## src/rtl/mbet_pkg.sv

```systemverilog
// ----------------------------------------------------------------------------
// mbet_pkg
// Shared types and constants of the escape-time pixel engine.
// ----------------------------------------------------------------------------
package mbet_pkg;

  localparam int unsigned PIX_W   = 13;
  localparam int unsigned LIMIT_W = 12;
  localparam int unsigned DIM_W   = 14;
  localparam int unsigned GRAY_W  = 8;
  localparam int unsigned CFG_W   = 14;
  localparam int unsigned CFG_IDX_W = 2;

  localparam logic [LIMIT_W-1:0] LIMIT_RST  = 12'd1000;
  localparam logic [DIM_W-1:0]   WIDTH_RST  = 14'd7680;
  localparam logic [DIM_W-1:0]   HEIGHT_RST = 14'd4320;

  // register indexes of the configuration port
  typedef enum logic [CFG_IDX_W-1:0] {
    CFG_ITER_LIMIT   = 2'd0,
    CFG_IMAGE_WIDTH  = 2'd1,
    CFG_IMAGE_HEIGHT = 2'd2
  } mbet_cfg_idx_e;

  typedef struct packed {
    logic [PIX_W-1:0] pixel_x;
    logic [PIX_W-1:0] pixel_y;
  } mbet_in_t;

  typedef struct packed {
    logic [LIMIT_W-1:0] escape_count;
    logic [GRAY_W-1:0]  gray_level;
  } mbet_out_t;

  typedef enum logic [3:0] {
    ST_IDLE,
    ST_MAPX,
    ST_DIVX,
    ST_DIVY,
    ST_MUL,
    ST_UPD,
    ST_GSTART,
    ST_GRAY,
    ST_DONE
  } mbet_state_e;

  // controller -> datapath
  typedef struct packed {
    logic pix_load;
    logic div_start_x;
    logic div_start_y;
    logic div_start_gray;
    logic take_cr;
    logic take_ci;
    logic iter_clear;
    logic mul_en;
    logic upd_en;
    logic take_gray;
    logic gray_zero;
    logic out_load;
  } mbet_cmd_t;

  // datapath -> controller
  typedef struct packed {
    logic div_done;
    logic escape;
    logic last_iter;
    logic lim_zero;
    logic out_free;
  } mbet_status_t;

endpackage

```

## src/rtl/mbet_ctrl.sv

```systemverilog
// ----------------------------------------------------------------------------
// mbet_ctrl
// Sequencer: mapping divisions, iteration loop, gray division, hand-off.
// ----------------------------------------------------------------------------
module mbet_ctrl (
  input  logic                   clk_i,
  input  logic                   rst_ni,
  input  logic                   in_valid_i,
  output logic                   in_stall_o,
  input  mbet_pkg::mbet_status_t status_i,
  output mbet_pkg::mbet_cmd_t    cmd_o
);

  mbet_pkg::mbet_state_e state_q, state_d;

  always_ff @(posedge clk_i or negedge rst_ni) begin
    if (!rst_ni) begin
      state_q <= mbet_pkg::ST_IDLE;
    end else begin
      state_q <= state_d;
    end
  end

  // next state
  always_comb begin
    state_d = state_q;
    unique case (state_q)
      mbet_pkg::ST_IDLE: begin
        if (in_valid_i) state_d = mbet_pkg::ST_MAPX;
      end
      mbet_pkg::ST_MAPX: state_d = mbet_pkg::ST_DIVX;
      mbet_pkg::ST_DIVX: begin
        if (status_i.div_done) state_d = mbet_pkg::ST_DIVY;
      end
      mbet_pkg::ST_DIVY: begin
        if (status_i.div_done) begin
          state_d = status_i.lim_zero ? mbet_pkg::ST_DONE : mbet_pkg::ST_MUL;
        end
      end
      mbet_pkg::ST_MUL: state_d = mbet_pkg::ST_UPD;
      mbet_pkg::ST_UPD: begin
        if (status_i.escape || status_i.last_iter) state_d = mbet_pkg::ST_GSTART;
        else                                       state_d = mbet_pkg::ST_MUL;
      end
      mbet_pkg::ST_GSTART: state_d = mbet_pkg::ST_GRAY;
      mbet_pkg::ST_GRAY: begin
        if (status_i.div_done) state_d = mbet_pkg::ST_DONE;
      end
      mbet_pkg::ST_DONE: begin
        if (status_i.out_free) state_d = mbet_pkg::ST_IDLE;
      end
      default: state_d = mbet_pkg::ST_IDLE;
    endcase
  end

  // outputs
  always_comb begin
    cmd_o      = '0;
    in_stall_o = 1'b1;
    unique case (state_q)
      mbet_pkg::ST_IDLE: begin
        in_stall_o     = 1'b0;
        cmd_o.pix_load = in_valid_i;
      end
      mbet_pkg::ST_MAPX: cmd_o.div_start_x = 1'b1;
      mbet_pkg::ST_DIVX: begin
        cmd_o.take_cr     = status_i.div_done;
        cmd_o.div_start_y = status_i.div_done;
      end
      mbet_pkg::ST_DIVY: begin
        cmd_o.take_ci    = status_i.div_done;
        cmd_o.iter_clear = status_i.div_done;
        cmd_o.gray_zero  = status_i.div_done && status_i.lim_zero;
      end
      mbet_pkg::ST_MUL:    cmd_o.mul_en = 1'b1;
      mbet_pkg::ST_UPD:    cmd_o.upd_en = 1'b1;
      mbet_pkg::ST_GSTART: cmd_o.div_start_gray = 1'b1;
      mbet_pkg::ST_GRAY:   cmd_o.take_gray = status_i.div_done;
      mbet_pkg::ST_DONE:   cmd_o.out_load = status_i.out_free;
      default: ;
    endcase
  end

endmodule

```

## config.mk

```make
export PLATFORM = sky130hd
export DESIGN_NAME = mbet_ctrl
export DESIGN_NICKNAME = d
export VERILOG_FILES = /design/src/rtl/mbet_pkg.sv /design/src/rtl/mbet_ctrl.sv
export SDC_FILE = /design/constraint.sdc
export NUM_CORES = 1
export LEC_CHECK = 0
export BUFFER_PORTS_ARGS = -buffer_cell sky130_fd_sc_hd__buf_4
export CAP_MARGIN = 0
export CELL_PAD_IN_SITES_DETAIL_PLACEMENT = 1
export CELL_PAD_IN_SITES_GLOBAL_PLACEMENT = 1
export CORE_AREA = 2 2 39 41
export CTS_CLUSTER_SIZE = 16
export DETAILED_ROUTE_END_ITERATION = 8
export DIE_AREA = 0 0 41 43
export PLACE_DENSITY_LB_ADDON = 0.08
export SYNTH_ARGS = -nofsm -noshare
export SYNTH_HDL_FRONTEND = slang
export SYNTH_SLANG_ARGS = --single-unit
```

## constraint.sdc

```tcl
create_clock -name clk_i -period 2.6 [get_ports clk_i]
set_input_delay 0.13 -clock clk_i [delete_from_list [all_inputs] [get_ports clk_i]]
set_output_delay 0.13 -clock clk_i [all_outputs]
set_load 0.02 [all_outputs]
```

* Word level (Yosys, flattened, before mapping)
Cells that the tools add are included.
** Storage, ports and cells
- Memories :: 0
- Output and inout port bits :: 13
- Memory bits (read-only) :: 0
- Bits in latches :: 0
- Bits in writable memories :: 0
- Flip-flop bits (word level) :: 4
- Input port bits :: 8
- Word-level logic and storage cells :: 37
** Cells by class
- Reductions and logical operators :: 4
- Div/mod/pow operators :: 0
- $lt $le $gt $ge :: 0
- Multiplexer cells :: 19
- Add/subtract/negate cells :: 0
- Multiply operators :: 0
- Shifts and indexed selects :: 0
- Eq/ne operators :: 13
- Bitwise gates (word level) :: 0
** Operators with widths (number)
- $pmux 4 s9 :: 1
- $mux 4 :: 6
- $eq 4x3->1 const B :: 4
- $mux 1 :: 10
- $ne 2x2->1 const B :: 5
- $eq 4x2->1 const B :: 2
- $reduce_and 5->1 :: 1
- $eq 4x1->1 const B :: 1
- $eq 4x4->1 const B :: 1
- $logic_not 4->1 :: 1
- $mux 2 :: 2
- $logic_and 1x1->1 :: 1
- $logic_or 1x1->1 :: 1

* Depth between registers and ports, before layout
Gate-level depths: netlist of run 1.
- Word-level depth :: 3
- Depth in mapped cells :: 4
- Depth with buffers taken out :: 3

* Worst setup path after synthesis of run 1
OpenSTA, ideal clock, no wires.
- Kind :: flip-flop to output port
- Start :: reg state_q[0]
- End :: out cmd_o[6] (netlist name)
- Path buffers :: 2
- Cell stages (with the launch flop) :: 5
- Required time :: 2.470 ns
- Path slack :: 1.077 ns
- Data arrival time :: 1.393 ns
- Cells stage by stage :: dfrtp_1 buf_2 nand3_1 nor3_1 buf_4
** RTL lines
- from (decl) :: RTL line mbet_ctrl.sv:14 : mbet_pkg::mbet_state_e state_q, state_d;
- from (signal assigned) :: RTL line mbet_ctrl.sv:18 : state_q <= mbet_pkg::ST_IDLE;
- from (signal assigned) :: RTL line mbet_ctrl.sv:20 : state_q <= state_d;
- to (decl) :: RTL line mbet_ctrl.sv:11 : output mbet_pkg::mbet_cmd_t cmd_o

* Worst setup path in the final report of run 1
- Start :: reg state_q[3]
- End :: reg state_q[0]
** Between the ends
- Word-level cells in the longest chain between the ends :: 3
- Elaborated cells on any way between the ends :: 16
- Those cells by class :: eq/ne (13); mux (1); reduce/logical (2)
** Ends and longest elaborated chain
- $eq 4x2->1, or another cell as far along :: RTL line mbet_ctrl.sv:27 : unique case (state_q)
- $ne 2x2->1 (no source line)
- $reduce_and 5->1 (no source line)
Several ways; a longest one is shown, not always the timed one.
A chain may end at the register's enable or synchronous reset.

==> results of run 1 <==
[power groups by stage]
stage	Clock [mW]	Combinational, mW	Sequential, mW
after floorplan	0	0.346	0.105
after global placement	0	0.365	0.166
after detailed placement	0	0.366	0.170
after CTS	0.0838	0.369	0.168
after global routing	0.0911	0.392	0.179
final	0.0831	0.365	0.167
[layout make-up]
class / instances / area (sq um)
repair buffers: 21 / 160.2
multi-input cells: 35 / 240.2
well taps: 16 / 20.02
inverters: 1 / 3.754
flip-flops and latches: 4 / 100.1
fillers: 167 / 837.1
clock buffers: 3 / 22.52
[critical path: cells and delay by family (launching register included)]
| family | cells | cell delay (ns) |
|---|---|---|
| AO/OA/AOI/OAI | 1 | 0.20 |
| flip-flops | 1 | 0.50 |
| multiplexers | 1 | 0.32 |
| AND/OR/NAND/NOR | 1 | 0.47 |
[metal layers]
metal  vias up  part of all wire, %  GRT usage [%]
met4         0                  2.2          11.33
met3         3                  7.7          5.236
met2        19                   50          22.81
met5         -                    0              0
li1        197                    -              -
met1       191                   40          17.21
[synth_stat cells (all sizes together), types with 2 or more instances]
library cell	instances	share of area [%]
mux2	2	6.7
nand2	3	2.9
or3	3	6.1
nand2b	2	3.2
nor2	7	6.7
or3b	2	4.5
nor3	4	5.1
buf	6	12
dfrtp	4	26
and3	3	5.1
[worst min-delay path by stage]
stage,startpoint,to,slack [ns],cells past startpoint
finish,status_i[0],state_q[3],0.1,2
global route,status_i[0],state_q[3],0.11,2
CTS,status_i[0],state_q[3],0.10,2
detailed placement,rst_ni,state_q[3],-0.07,1
global placement,rst_ni,state_q[3],-0.07,1
floorplan,rst_ni,state_q[0],-0.17,0
[what timing repair did]
action                                  in CTS  in global routing
endpoints found under the setup margin       0                  0
hold buffers                                 1                  0
hold endpoints to repair                     4                  0
buffers inserted                             0                  0
[cell families (layout without fill, tap and decap cells)]
group	Yosys count	after routing	synth area share (%)
AND/OR/NAND/NOR	28	28	41.67
multiplexers	3	3	9.294
buffers and inverters	7	25	12.82
AO/OA/AOI/OAI	4	4	10.58
flip-flops	4	4	25.64
==> reports/results.txt, run 1 <==
R2R Path End: state_q[0]
RSZ-0062 raised after global routing: false
Post-route cell area: 546.8 sq um
Die width: 41 um
Dpl cell area: 514.2 sq um
EDFF count, synth: 0
Die area: 0.001763 sq mm
HPWL Detailed: 793.4 um
CTS tree: built
Most flops, register: state_q
Maximum VDD drop: 0.0003567 V
Initial antenna violation count: 0
CP max-delay cell: dfrtp_1
Area Growth Syn to Fin: 40.06%
First-pass GRT wire length: 1.731 mm
Clock buffer depth: 2
Critical path arrival: 1.73 ns
P_sw: 0.2910 mW
# Max-Cap Violations: 0
Most frequent cells in the layout: buf_4, nor2_1, nor3_1, dfrtp_1
Reg power frac: 27.2%
Reg clk slew, reported paths: 0.05 ns
Switching Fraction: 47.27%
Status: complete, no violations
Post-CTS Resized: 0
Worst slack, placed: 1.008 ns
Fin nets: 74
R2R Setup Slk: 0.99 ns
Worst slew pin tran: 0.3848 ns
Final Power: 0.6156 mW
Rows: 14
Total grt overflow: 0
Syn Std Cell Area: 390.4 sq um
Reported leakage power: 0.2637 nW
Cell count after placement: 76
IO Pins: 21
# clock sinks: 4
Most common cell after layout, fill and taps aside: buf_4
Max FFs per register: 4
CP Launch Type: register
# DRC: 0
Initial core utilization: 28.21%
Syn nets: 54
Combinational power share: 59.3%
Depth of the most critical reg-to-reg path: 3
Finished Core Util: 39.51%
Minimum clock period: 1.612 ns
Async S/R FF share, synth: 100.0%
Worst-path fanout max: 12
Layout cells sized above 1: 45.31%
Seq/Total Area, Yosys: 25.64%
Final hold violation count: 0
Count of cell types in the netlist: 25
Hold Worst Slack: 0.09934 ns
Setup TNS: 0 ns
Crit path capture type: register
HP Class: primary input to register
Worst path cell trace: or3b_1 > o22ai_4 > mux2_4
Avg Cell Area, Syn: 8.486 sq um
Cell-internal power: 0.3246 mW
Largest net degree at the start of global routing: 14
Slew HR: 74.35%
Worst EP required: 2.72 ns
DRT iter0 DRCs: 2
CP Capture Point: state_q[0]
Max incr delay on CP: 0.50 ns
Cell area power density: 1126 mW/mm^2
# diodes: 0
Clock Latency Late Sink: 0.25 ns
Number of detailed-route iterations in the first pass: 4
Final cell count without fillers: 80
Tcrit/Tclk final: 62.02%
CTS Buf Count: 3
Total track usage: 15.41%
Flops & latches, synth: 4
Vias in the first global route: 419
Root buf cell: clkbuf_4
Die height: 43 um
RD Place Congestion: 0.7814
Post-route ant nets: 0
Core ar.: 0.001384 sq mm
Biggest regs: state_q x4
Vias per cell: 5.125
Clk network pwr share: 13.5%
Main synth FF type: dfrtp_1
PortBufs: 20
Reg2reg start: state_q[3]
Yosys warns: 0
# setup viols final: 0
Max H-tree Level: 1
Drt wl/cell: 13.21 um
Slew Limit Fails: 0
Crit Path Category: register to register
Routed WL: 1.057 mm
Critical path launch point: state_q[3]
Cells after Synth: 46
Final WS setup: 0.9876 ns
Fmax: 620.2 MHz
Clock Skew: 0.01302 ns
Routed vias: 410
Power figures use the tool's default switching activity.
==> run 2, diff against run 1 <==
Settings changed: CORE_AREA 2 2 39 41 to unset, CORE_MARGIN set to 2, CORE_UTILIZATION set to 26, DIE_AREA 0 0 41 43 to unset.
Clock period 2.6 ns to 1.3 ns, I/O delays scaled along.
==> run 2 against run 1 <==
The run now ends with setup timing left. Non-clock buffer count rose by 21. Die area rose by 3.7%. First-iteration DRC count rose to 4.0 times the previous value. Critical path depth rose by 2. Routed wire length rose by 60%. Sequential power rose by 46%.
==> reports/results.txt, run 2 (synthesized netlist as in run 1, its figures left out) <==
Fin nets: 95
Tcrit/Tclk final: 113.6%
IO Pins: 21
Setup TNS: -1.232 ns
Vias in the first global route: 512
Root buf cell: clkbuf_4
# Max-Cap Violations: 0
HPWL Detailed: 972.5 um
Max H-tree Level: 1
DRT iter0 DRCs: 8
Minimum clock period: 1.477 ns
# setup viols final: 15
Number of detailed-route iterations in the first pass: 2
Worst slew pin tran: 0.2449 ns
Final hold violation count: 0
First-pass GRT wire length: 2.484 mm
RD Place Congestion: 0.7055
Crit Path Category: register to output port
P_sw: 0.8835 mW
Die width: 42.75 um
Worst EP required: 1.24 ns
# diodes: 0
Die height: 42.75 um
Cell-internal power: 1.158 mW
Layout cells sized above 1: 80.00%
Slew HR: 83.62%
Area Growth Syn to Fin: 121.2%
Rows: 13
Total grt overflow: 0
Cell area power density: 2365 mW/mm^2
CP Launch Type: register
Critical path arrival: 1.41 ns
CTS tree: built
Most common cell after layout, fill and taps aside: buf_4
Slew Limit Fails: 0
Initial core utilization: 28.92%
Reg power frac: 11.9%
PortBufs: 20
CTS Buf Count: 3
Initial antenna violation count: 0
Switching Fraction: 43.28%
Final cell count without fillers: 100
Status: finished, violations left
Cell count after placement: 87
Largest net degree at the start of global routing: 6
# DRC: 0
Violated checks: setup timing
HP Class: primary input to register
Total track usage: 19.46%
Hold Worst Slack: 0.05454 ns
Reg clk slew, reported paths: 0.04 ns
Most frequent cells in the layout: buf_4, buf_6, nor2_4
Worst-path fanout max: 5
Clock Skew: 0.001930 ns
Clock Latency Late Sink: 0.24 ns
Most flops, register: state_q
Post-route ant nets: 0
Max FFs per register: 4
Routed WL: 1.688 mm
Clk network pwr share: 7.7%
Dpl cell area: 613.1 sq um
Final Power: 2.041 mW
Drt wl/cell: 16.88 um
Reported leakage power: 0.3980 nW
Fmax: 677.2 MHz
Final WS setup: -0.1767 ns
RSZ-0062 raised after global routing: true
Die area: 0.001828 sq mm
Combinational power share: 80.4%
Post-route cell area: 863.3 sq um
Crit path capture type: output port
Core ar.: 0.001350 sq mm
Biggest regs: state_q x4
Routed vias: 498
Vias per cell: 4.980
Maximum VDD drop: 0.001146 V
Clock buffer depth: 2
# clock sinks: 4
## run 2: changes by cell type in the layout (fill, tap and decap cells not counted), sizes merged
cell / delta
buf: +21
## run 2: final timing paths
kind / end / slack, ns / start / depth (start not counted)
hold reg to reg: state_q[1] / 0.75 / state_q[3] / 3
min in group asynchronous: state_q[1] / 0.17 / rst_ni / 2
setup / recovery: cmd_o[4] / -0.18 / state_q[3] / 5
hold / removal: state_q[3] / 0.05 / status_i[0] / 2
setup reg to reg: state_q[0] / -0.15 / state_q[3] / 3
max in group asynchronous: state_q[3] / 1.01 / rst_ni / 2
## run 2: layout make-up
cell class / instances / area (sq um)
Inverter: 1 / 3.754
Clock buffer: 3 / 22.52
Sequential cell: 4 / 101.3
Multi-Input combinational cell: 35 / 357.8
Timing Repair Buffer: 42 / 359.1
Tap cell: 15 / 18.77
Fill cell: 140 / 486.7
## run 2: metrics by stage
stage | util [%] | worst slack (ns)
floorplan | - | -0.1244
global placement | 45.41 | -0.1030
detailed placement | 45.41 | -0.1515
CTS | 57.74 | -0.1429
global route | 63.95 | -0.2251
finish | 63.95 | -0.1767
## run 2: worst max-delay path, cell delays in order (launching register included)
cell	delay [ns]
dfrtp_2	0.42
buf_6	0.14
nand2b_4	0.14
buf_6	0.13
nor3_2	0.15
buf_4	0.18
## run 2: what timing repair did
| action | CTS | global route |
|---|---|---|
| resized for setup | 23 | 12 |
| setup buffers | 5 | 4 |
| hold endpoints to repair | 4 | 0 |
| hold buffers | 1 | 0 |
| setup endpoints to repair | 14 | 17 |
| pin swaps | 8 | 3 |
## run 2: layer usage
| metal | track usage [%] | vias up | part of all wire, % |
|---|---|---|---|
| met3 | 3.830 | 4 | 4.0 |
| met1 | 21.48 | 238 | 42 |
| met5 | 0 | - | 0 |
| met4 | 15.00 | 0 | 2.6 |
| li1 | - | 238 | - |
| met2 | 32.12 | 18 | 51 |
## run 2: power by group through the flow
stage / Sequential (mW) / Combinational, mW / Clock, mW
after detailed placement: 0.236 / 1.10 / 0
after floorplan: 0.210 / 0.707 / 0
after CTS: 0.239 / 1.40 / 0.165
after global routing: 0.252 / 1.73 / 0.175
after global placement: 0.233 / 1.08 / 0
final: 0.243 / 1.64 / 0.157
